<file path="config.mk">
export PLATFORM = sky130hd
export DESIGN_NAME = stable_insertion_sorter
export DESIGN_NICKNAME = d
export VERILOG_FILES = /design/src/sv/sis_pkg.sv /design/src/sv/sis_ram.sv /design/src/sv/sis_ctrl.sv /design/src/sv/sis_dpath.sv /design/src/sv/stable_insertion_sorter.sv
export VERILOG_INCLUDE_DIRS = /design/src /design/src/sv
export SDC_FILE = /design/constraint.sdc
export NUM_CORES = 2
export LEC_CHECK = 0
export ABC_AREA = 1
export BUFFER_PORTS_ARGS = -buffer_cell sky130_fd_sc_hd__buf_2
export CAP_MARGIN = 0
export CORE_AREA = 2 2 492 542
export DETAILED_ROUTE_END_ITERATION = 6
export DIE_AREA = 0 0 494 544
export SETUP_SLACK_MARGIN = 0.3
export SLEW_MARGIN = 20
export SYNTH_ARGS = -nofsm -noshare
export SYNTH_HDL_FRONTEND = slang
export SYNTH_SLANG_ARGS = --single-unit
export TNS_END_PERCENT = 30
</file>
<file path="constraint.sdc">
create_clock -name clk -period 12.5 [get_ports clk]
set_clock_uncertainty 0.15 [all_clocks]
set_input_delay 0 -clock clk [delete_from_list [all_inputs] [get_ports clk]]
set_output_delay 0 -clock clk [all_outputs]
set_load 0.02 [all_outputs]
</file>
<file path="src/sv/assert_macros.svh">
// shared assertion macros, clocked on clk and disabled while rst_n is low
`ifndef ASSERT_MACROS_SVH
`define ASSERT_MACROS_SVH

// property that must hold at every clock edge
`define SIS_ASSERT(label, prop, msg) \
    label: assert property (@(posedge clk) disable iff (!rst_n) (prop)) else $error(msg);

// consequent must hold in the cycle after the antecedent
`define SIS_ASSERT_NEXT(label, ante, cons, msg) \
    label: assert property (@(posedge clk) disable iff (!rst_n) (ante) |=> (cons)) \
        else $error(msg);

`endif

</file>
<file path="src/sv/sis_pkg.sv">
`default_nettype none

package sis_pkg;

    localparam int DEPTH_DEF         = 64;
    localparam int KEY_WIDTH_DEF     = 32;
    localparam int PAYLOAD_WIDTH_DEF = 16;

    // order_mode register
    localparam int MODE_W          = 2;
    localparam int MODE_SIGNED_BIT = 0;
    localparam int MODE_DESC_BIT   = 1;

    typedef struct packed {
        logic load_in;
        logic mark_drop;
        logic ins_rd;
        logic ins_step;
        logic ins_final;
        logic emit_rd;
        logic emit_ld;
        logic idx_clr;
    } sis_cmd_t;

    typedef struct packed {
        logic full;
        logic idx_at_cnt;
        logic last_pending;
        logic emit_last;
        logic out_free;
    } sis_status_t;

endpackage

`default_nettype wire

</file>
<file path="src/sv/sis_ram.sv">
`default_nettype none

module sis_ram #(
    parameter int WIDTH = 48,
    parameter int DEPTH = 64
) (
    input  wire logic                     clk,
    input  wire logic                     wr_en,
    input  wire logic [$clog2(DEPTH)-1:0] wr_addr,
    input  wire logic [WIDTH-1:0]         wr_data,
    input  wire logic                     rd_en,
    input  wire logic [$clog2(DEPTH)-1:0] rd_addr,
    output logic      [WIDTH-1:0]         rd_data
);

    logic [WIDTH-1:0] mem [DEPTH];
    logic [WIDTH-1:0] rd_data_reg;

    always_ff @(posedge clk)
    begin
        if (wr_en)
        begin
            mem[wr_addr] <= wr_data;
        end
        if (rd_en)
        begin
            rd_data_reg <= mem[rd_addr];
        end
    end

    assign rd_data = rd_data_reg;

endmodule

`default_nettype wire

</file>
<file path="src/sv/sis_ctrl.sv">
`default_nettype none
`include "assert_macros.svh"

module sis_ctrl
    import sis_pkg::*;
(
    input  wire logic        clk,
    input  wire logic        rst_n,
    input  wire logic        in_valid,
    input  wire logic        in_last,
    output logic             in_ready,
    input  wire sis_status_t status,
    output sis_cmd_t         cmd
);

    typedef enum logic [4:0] {
        S_IDLE = 5'b00001,
        S_INS  = 5'b00010,
        S_CMP  = 5'b00100,
        S_ERD  = 5'b01000,
        S_ELD  = 5'b10000
    } state_t;

    state_t state_reg;
    state_t state_next;

    always_ff @(posedge clk or negedge rst_n)
    begin
        if (!rst_n)
        begin
            state_reg <= S_IDLE;
        end
        else
        begin
            state_reg <= state_next;
        end
    end

    always_comb
    begin
        state_next = state_reg;
        cmd        = '0;
        in_ready   = 1'b0;
        case (state_reg)
            S_IDLE:
            begin
                in_ready = 1'b1;
                if (in_valid)
                begin
                    if (status.full)
                    begin
                        // store full: drop the item, still flush if it closes the set
                        cmd.mark_drop = 1'b1;
                        if (in_last)
                        begin
                            cmd.idx_clr = 1'b1;
                            state_next  = S_ERD;
                        end
                    end
                    else
                    begin
                        cmd.load_in = 1'b1;
                        state_next  = S_INS;
                    end
                end
            end
            S_INS:
            begin
                if (status.idx_at_cnt)
                begin
                    cmd.ins_final = 1'b1;
                    if (status.last_pending)
                    begin
                        cmd.idx_clr = 1'b1;
                        state_next  = S_ERD;
                    end
                    else
                    begin
                        state_next = S_IDLE;
                    end
                end
                else
                begin
                    cmd.ins_rd = 1'b1;
                    state_next = S_CMP;
                end
            end
            S_CMP:
            begin
                cmd.ins_step = 1'b1;
                state_next   = S_INS;
            end
            S_ERD:
            begin
                cmd.emit_rd = 1'b1;
                state_next  = S_ELD;
            end
            S_ELD:
            begin
                if (status.out_free)
                begin
                    cmd.emit_ld = 1'b1;
                    state_next  = status.emit_last ? S_IDLE : S_ERD;
                end
            end
            default:
            begin
                state_next = S_IDLE;
            end
        endcase
    end

    `SIS_ASSERT_NEXT(a_accept_to_insert, in_valid && in_ready && !status.full,
        state_reg == S_INS, "accepted item did not start insertion")
    `SIS_ASSERT(a_load_slot_free, !cmd.emit_ld || status.out_free,
        "result loaded over an untaken result")

endmodule

`default_nettype wire

</file>
<file path="src/sv/sis_dpath.sv">
`default_nettype none
`include "assert_macros.svh"

module sis_dpath
    import sis_pkg::*;
#(
    parameter int DEPTH         = DEPTH_DEF,
    parameter int KEY_WIDTH     = KEY_WIDTH_DEF,
    parameter int PAYLOAD_WIDTH = PAYLOAD_WIDTH_DEF
) (
    input  wire logic                     clk,
    input  wire logic                     rst_n,
    input  wire logic                     cfg_write_en,
    input  wire logic [MODE_W-1:0]        cfg_write_data,
    input  wire logic [KEY_WIDTH-1:0]     key,
    input  wire logic [PAYLOAD_WIDTH-1:0] payload,
    input  wire logic                     last_item,
    input  wire sis_cmd_t                 cmd,
    output sis_status_t                   status,
    output logic                          out_valid,
    input  wire logic                     out_ready,
    output logic [KEY_WIDTH-1:0]          sorted_key,
    output logic [PAYLOAD_WIDTH-1:0]      sorted_payload,
    output logic                          last_result,
    output logic                          overflow
);

    localparam int AW = $clog2(DEPTH);
    localparam int CW = $clog2(DEPTH + 1);
    localparam int EW = KEY_WIDTH + PAYLOAD_WIDTH;

    logic [MODE_W-1:0]        mode_reg;
    logic [CW-1:0]            cnt_reg;
    logic [CW-1:0]            idx_reg;
    logic                     drop_reg;
    logic                     found_reg;
    logic                     last_reg;
    logic [KEY_WIDTH-1:0]     new_key_reg;
    logic [EW-1:0]            hold_reg;
    logic                     out_valid_reg;
    logic [KEY_WIDTH-1:0]     out_key_reg;
    logic [PAYLOAD_WIDTH-1:0] out_pay_reg;
    logic                     out_last_reg;
    logic                     out_ovf_reg;

    logic [EW-1:0]            rd_data;
    logic [KEY_WIDTH-1:0]     rd_key;
    logic [PAYLOAD_WIDTH-1:0] rd_pay;
    logic [KEY_WIDTH-1:0]     sign_flip;
    logic [KEY_WIDTH-1:0]     cmp_a;
    logic [KEY_WIDTH-1:0]     cmp_b;
    logic                     sorts_before;
    logic                     wr_en;
    logic                     rd_en;
    logic                     shift_now;

    assign rd_key = rd_data[EW-1 -: KEY_WIDTH];
    assign rd_pay = rd_data[PAYLOAD_WIDTH-1:0];

    // signed order is unsigned order with the sign bit inverted
    assign sign_flip = mode_reg[MODE_SIGNED_BIT] ? {1'b1, {(KEY_WIDTH-1){1'b0}}} : '0;
    assign cmp_a     = new_key_reg ^ sign_flip;
    assign cmp_b     = rd_key ^ sign_flip;
    assign sorts_before = mode_reg[MODE_DESC_BIT] ? (cmp_a > cmp_b) : (cmp_a < cmp_b);

    // once the slot is found every later entry moves up by one
    assign shift_now = cmd.ins_step && (found_reg || sorts_before);
    assign wr_en     = cmd.ins_final || shift_now;
    assign rd_en     = cmd.ins_rd || cmd.emit_rd;

    sis_ram #(
        .WIDTH (EW),
        .DEPTH (DEPTH)
    ) u_store (
        .clk     (clk),
        .wr_en   (wr_en),
        .wr_addr (idx_reg[AW-1:0]),
        .wr_data (hold_reg),
        .rd_en   (rd_en),
        .rd_addr (idx_reg[AW-1:0]),
        .rd_data (rd_data)
    );

    always_ff @(posedge clk or negedge rst_n)
    begin
        if (!rst_n)
        begin
            mode_reg      <= '0;
            cnt_reg       <= '0;
            idx_reg       <= '0;
            drop_reg      <= 1'b0;
            found_reg     <= 1'b0;
            last_reg      <= 1'b0;
            out_valid_reg <= 1'b0;
        end
        else
        begin
            if (cfg_write_en)
            begin
                mode_reg <= cfg_write_data;
            end

            if (cmd.load_in)
            begin
                found_reg <= 1'b0;
                last_reg  <= last_item;
            end
            else if (shift_now)
            begin
                found_reg <= 1'b1;
            end

            if (cmd.load_in || cmd.idx_clr)
            begin
                idx_reg <= '0;
            end
            else if (cmd.ins_step || cmd.emit_ld)
            begin
                idx_reg <= idx_reg + CW'(1);
            end

            if (cmd.ins_final)
            begin
                cnt_reg <= cnt_reg + CW'(1);
            end
            else if (cmd.emit_ld && status.emit_last)
            begin
                cnt_reg <= '0;
            end

            if (cmd.mark_drop)
            begin
                drop_reg <= 1'b1;
            end
            else if (cmd.emit_ld && status.emit_last)
            begin
                drop_reg <= 1'b0;
            end

            if (cmd.emit_ld)
            begin
                out_valid_reg <= 1'b1;
            end
            else if (out_ready)
            begin
                out_valid_reg <= 1'b0;
            end
        end
    end

    always_ff @(posedge clk)
    begin
        if (cmd.load_in)
        begin
            new_key_reg <= key;
            hold_reg    <= {key, payload};
        end
        else if (shift_now)
        begin
            hold_reg <= rd_data;
        end

        if (cmd.emit_ld)
        begin
            out_key_reg  <= rd_key;
            out_pay_reg  <= rd_pay;
            out_last_reg <= status.emit_last;
            out_ovf_reg  <= drop_reg;
        end
    end

    assign status.full         = (cnt_reg == CW'(DEPTH));
    assign status.idx_at_cnt   = (idx_reg == cnt_reg);
    assign status.last_pending = last_reg;
    assign status.emit_last    = (idx_reg == cnt_reg - CW'(1));
    assign status.out_free     = !out_valid_reg || out_ready;

    assign out_valid      = out_valid_reg;
    assign sorted_key     = out_key_reg;
    assign sorted_payload = out_pay_reg;
    assign last_result    = out_last_reg;
    assign overflow       = out_ovf_reg;

    `SIS_ASSERT(a_no_insert_when_full, !cmd.ins_final || !status.full,
        "insertion into a full store")
    `SIS_ASSERT(a_emit_not_empty, !cmd.emit_rd || (cnt_reg != '0),
        "emission started on an empty store")
    `SIS_ASSERT_NEXT(a_set_cleared, cmd.emit_ld && status.emit_last,
        (cnt_reg == '0) && !drop_reg, "store not cleared after the final result")

endmodule

`default_nettype wire

</file>
<file path="src/sv/stable_insertion_sorter.sv">
`default_nettype none

// Stable insertion sorter. Each input item carries one element (key and payload); it is
// placed after every stored element that does not sort strictly after it, so equal keys
// keep arrival order. The item flagged last_item triggers one result item per stored
// element in sorted order, last_result on the final one and overflow on all of them if
// the set lost elements to a full store; the store is then empty for the next set.
// order_mode: 0 unsigned ascending, 1 signed ascending, 2 unsigned descending,
// 3 signed descending; write it only between items. An insertion walks the element memory,
// reading each stored entry in turn and writing back each one that is shifted up, and
// in_ready stays low until the walk ends; an element dropped on a full store is taken
// without a walk. Emission reads one result at a time from the memory and loads it only
// once out_ready has taken the previous one, and the block takes a new item as soon as
// the final result is in the output register.
module stable_insertion_sorter
    import sis_pkg::*;
#(
    parameter int DEPTH         = DEPTH_DEF,
    parameter int KEY_WIDTH     = KEY_WIDTH_DEF,
    parameter int PAYLOAD_WIDTH = PAYLOAD_WIDTH_DEF
) (
    input  wire logic                     clk,
    input  wire logic                     rst_n,
    input  wire logic                     cfg_write_en,
    input  wire logic [MODE_W-1:0]        cfg_write_data,
    input  wire logic                     in_valid,
    output logic                          in_ready,
    input  wire logic [KEY_WIDTH-1:0]     key,
    input  wire logic [PAYLOAD_WIDTH-1:0] payload,
    input  wire logic                     last_item,
    output logic                          out_valid,
    input  wire logic                     out_ready,
    output logic [KEY_WIDTH-1:0]          sorted_key,
    output logic [PAYLOAD_WIDTH-1:0]      sorted_payload,
    output logic                          last_result,
    output logic                          overflow
);

    sis_cmd_t    cmd;
    sis_status_t status;

    sis_ctrl u_ctrl (
        .clk      (clk),
        .rst_n    (rst_n),
        .in_valid (in_valid),
        .in_last  (last_item),
        .in_ready (in_ready),
        .status   (status),
        .cmd      (cmd)
    );

    sis_dpath #(
        .DEPTH         (DEPTH),
        .KEY_WIDTH     (KEY_WIDTH),
        .PAYLOAD_WIDTH (PAYLOAD_WIDTH)
    ) u_dpath (
        .clk            (clk),
        .rst_n          (rst_n),
        .cfg_write_en   (cfg_write_en),
        .cfg_write_data (cfg_write_data),
        .key            (key),
        .payload        (payload),
        .last_item      (last_item),
        .cmd            (cmd),
        .status         (status),
        .out_valid      (out_valid),
        .out_ready      (out_ready),
        .sorted_key     (sorted_key),
        .sorted_payload (sorted_payload),
        .last_result    (last_result),
        .overflow       (overflow)
    );

endmodule

`default_nettype wire

</file>
==> results by group <==
Global routing
  – First-pass GRT wire length: about 570 mm
  – Initial antenna violation count: 30
  – Remaining global-route overflow: 0
  – Largest net degree at the start of global routing: 116
  – Total track usage: approximately 30%
  – Vias in the first global route: 72730

Floorplan
  – Initial Utilization: 46.74%
  – Number of cell rows: 198
  – Core Box Area: 263600 um2
  – Die Width: 494 um
  – Die Span Y: 544 um
  – IO Pins: 108
  – DIE AREA: 268700 um2

STA
  – Final hold vios: 0
  – Setup TNS: 0 ps
  – Fin. max-slew vios: 0
  – RSZ-0062 raised after global routing: no
  – Max Freq: 0.1866 GHz
  – Final setup viols: 0
  – Hold slack: 215.8 ps
  – Measured slew at the worst slew-check pin: ~1200 ps
  – Fin crit period: between 5000 and 6000 ps
  – Worst slew margin: between 20 and 25%
  – Crit share post-route: 42.86%

CTS
  – Clock buffer depth: 4
  – Htree depth: 5
  – Sink Count: 3275
  – Cts bufs inserted: between 300 and 400
  – Post-CTS Setup Inserts: 0
  – Worst skew pair latency: 920 ps
  – TritonCTS clock tree: yes
  – Clk root buf: clkbuf_16
  – Clock transition at path regs: approximately 60 ps

Yosys
  – Avg Cell Area, Syn: between 10 and 15 um2
  – Library cells used by synthesis: 56
  – Synth Instances: 8352
  – Yosys warns: 0
  – EDFF count, synth: 3250
  – Async SR Flop Fraction: 0.7634%
  – Mapped Nets: 8443
  – Post-synthesis cell area: 123200 um2
  – Sequential fraction of the synthesis area: 79.73%
  – Yosys reg bits: 3275
  – Main flop type after synthesis: edfxtp_1

Route
  – Avg WL per Cell: 32.75 um
  – Final ANT Viol Nets: 0
  – Vias post-DR: 75920
  – Post-Route WL: 408.8 mm
  – Pre-antenna DRT Iters: 6
  – DRC: 0
  – Vias per cell: ~6
  – Drt first-iter violations: 11680

Worst setup path
  – Worst path cell trace: inv_1 > ha_1 > nand2_1 > nor2_1 > nand2_1 > nand2_1 > nand2_1 > nand2_1 > nand2_1 > nand2_1 > nand2_1 > nand3_1 > nand2_4 > buf_4 > buf_4 > a21oi_4 > buf_4
  – Max incr delay on CP: 880 ps
  – Req. time, crit path: 12840 ps
  – Worst r2r src: u_dpath.u_store.rd_data[23]
  – Crit path from: u_dpath.u_store.rd_data[23]
  – Crit path launch type: flop
  – Crit Path Class: flop to flop
  – Setup crit end kind: flop
  – Crit path max fanout: 31
  – Critical path's slowest cell: a21oi_4
  – Critical Path AT: 5700 ps
  – Reg2Reg Setup Slack: a little over 7000 ps
  – Most frequent CP cell: nand2_1

Min path
  – Worst hold path type: primary input to flop
  – Hold Path Origin: in_valid

Flow run
  – Max Cap Violations: 0

Place
  – Port Buf Inserts: between 100 and 150
  – Detailed Place HPWL: 220.9 mm
  – Dpl cell area: 128600 um2
  – Placer Congestion: 0.8581
  – Placed insts: 11760

Finish
  – Number of fill cells in the layout: 21270
  – Leading cell type in the layout, fill and taps excluded: edfxtp_1
  – Register area: around 98000 um2
  – Post-route design area: 140400 um2
  – Commonest non-fill, non-tap cells in the layout: edfxtp_1, nand2_1, clkbuf_16
  – Layout Cells excl Fill: 12480
  – Layout area overhead: 14.00%
  – Layout cell share with drive strength beyond 1: 10.30%
  – Nets: 8803
  – Number of flip-flops under the largest register name: 3072
  – Area taken by multi-input logic gates: between 20000 and 25000 um2

Power
  – Pwr dens: 196.2 nW/um2
  – Leakage: 47.50 nW
  – Peak supply drop: around 0.15 mV

Status
  – Status: finished clean
## routing by layer
| layer | GRT usage [%] | vias up | routed length, um |
|---|---|---|---|
| li1 | - | 31630 | - |
| met2 | 47.19 | 5009 | 188400 |
| met4 | 14.07 | 4 | 21590 |
| met5 | 0 | - | 25 |
| met3 | 6.099 | 803 | 46680 |
| met1 | 40.18 | 38480 | 152100 |
## cell families after synthesis
kind of cell / Yosys count / share of synthesized area, %
buffers and inverters: 687 / 2.528
XOR/XNOR: 18 / 0.1341
AO/OA/AOI/OAI: 1099 / 6.522
multiplexers: 1 / 0.009140
flip-flops: 3275 / 79.73
AND/OR/NAND/NOR: 3237 / 10.72
adder cells (fa/ha/maj): 35 / 0.3555
## report_power, final
part	total [mW]	switching (mW)	internal [mW]
Clock	9.90	4.18	5.72
Sequential	13.3	0.117	13.2
Combinational	4.33	3.44	0.896
## timing repair
| item | in CTS | in global routing |
|---|---|---|
| setup endpoints to repair | 0 | 0 |
| resized for setup | 0 | 0 |
| hold endpoints to repair | 125 | 0 |
| hold buffers | 120 | 0 |
## synthesized netlist by cell type, types with 3 or more instances
| master | count | area (um2) |
|---|---|---|
| nor2_2 | 5 | 31.28 |
| xnor2_1 | 5 | 43.79 |
| buf_2 | 227 | 1136 |
| o31ai_1 | 27 | 202.7 |
| buf_4 | 11 | 82.58 |
| nor3_1 | 9 | 45.04 |
| clkbuf_1 | 130 | 488.0 |
| a21oi_2 | 46 | 402.9 |
| nand2_1 | 2563 | 9620 |
| a221oi_2 | 18 | 270.3 |
| nand3_1 | 154 | 770.7 |
| buf_1 | 28 | 105.1 |
| a21oi_1 | 111 | 555.5 |
| inv_2 | 11 | 41.29 |
| edfxtp_1 | 3250 | 97590 |
| nor2_1 | 210 | 788.3 |
| dfrtp_1 | 24 | 600.6 |
| nand3_2 | 4 | 40.04 |
| xor2_1 | 12 | 105.1 |
| o21ai_0 | 223 | 1116 |
| a22o_1 | 110 | 963.4 |
| a221oi_1 | 209 | 1831 |
| ha_1 | 35 | 437.9 |
| o2111ai_1 | 47 | 411.6 |
| inv_4 | 3 | 18.77 |
| o21ai_1 | 15 | 75.07 |
| nand3b_1 | 11 | 82.58 |
| and3_1 | 15 | 93.84 |
| nand3_4 | 3 | 52.55 |
| inv_1 | 250 | 938.4 |
| o211ai_1 | 15 | 112.6 |
| o221ai_1 | 4 | 35.03 |
| buf_6 | 27 | 304.0 |
| nand4_1 | 251 | 1570 |
| a22oi_1 | 266 | 1997 |
## critical path, delay by kind of cell, from the launching register on
kind | cells | cell delay [ps]
adders and majority gates | 1 | 310
buffers and inverters | 4 | 1840
AOI/OAI and AO/OA | 1 | 880
and+or+nand+nor | 11 | 1290
DFF | 1 | 340
## final timing paths
| check | to | cells after the start |
|---|---|---|
| max | u_dpath.u_store.mem[2][47] | 17 |
| min | u_dpath.hold_reg[10] | 5 |
| max reg2reg | u_dpath.u_store.mem[2][47] | 17 |
| min reg2reg | u_dpath.sorted_key[3] | 0 |
| max in group asynchronous | u_ctrl.state_reg[0] | 5 |
| min in group asynchronous | u_dpath.cnt_reg[0] | 5 |
## area by class of cell
type | instances | area share, %
inverters | 264 | 0.7484
multi-input cells | 4390 | 16.02
clock buffers | 412 | 6.173
flip-flops and latches | 3275 | 69.94
diodes | 10 | 0.01782
clock inverters | 176 | 1.376
repair buffers | 454 | 2.603
well taps | 3500 | 3.118
## metrics by stage
stage / setup WS [ps] / power [mW] / utilization, %
global placement: 7233 / 17.71 / 48.74
detailed placement: 7202 / 17.76 / 48.78
floorplan: 7479 / 15.76 / -
CTS: 7183 / 27.54 / 53.26
global route: 6997 / 28.28 / 53.27
finish: 7142 / 27.55 / 53.28
Power figures use the tool's default switching activity.
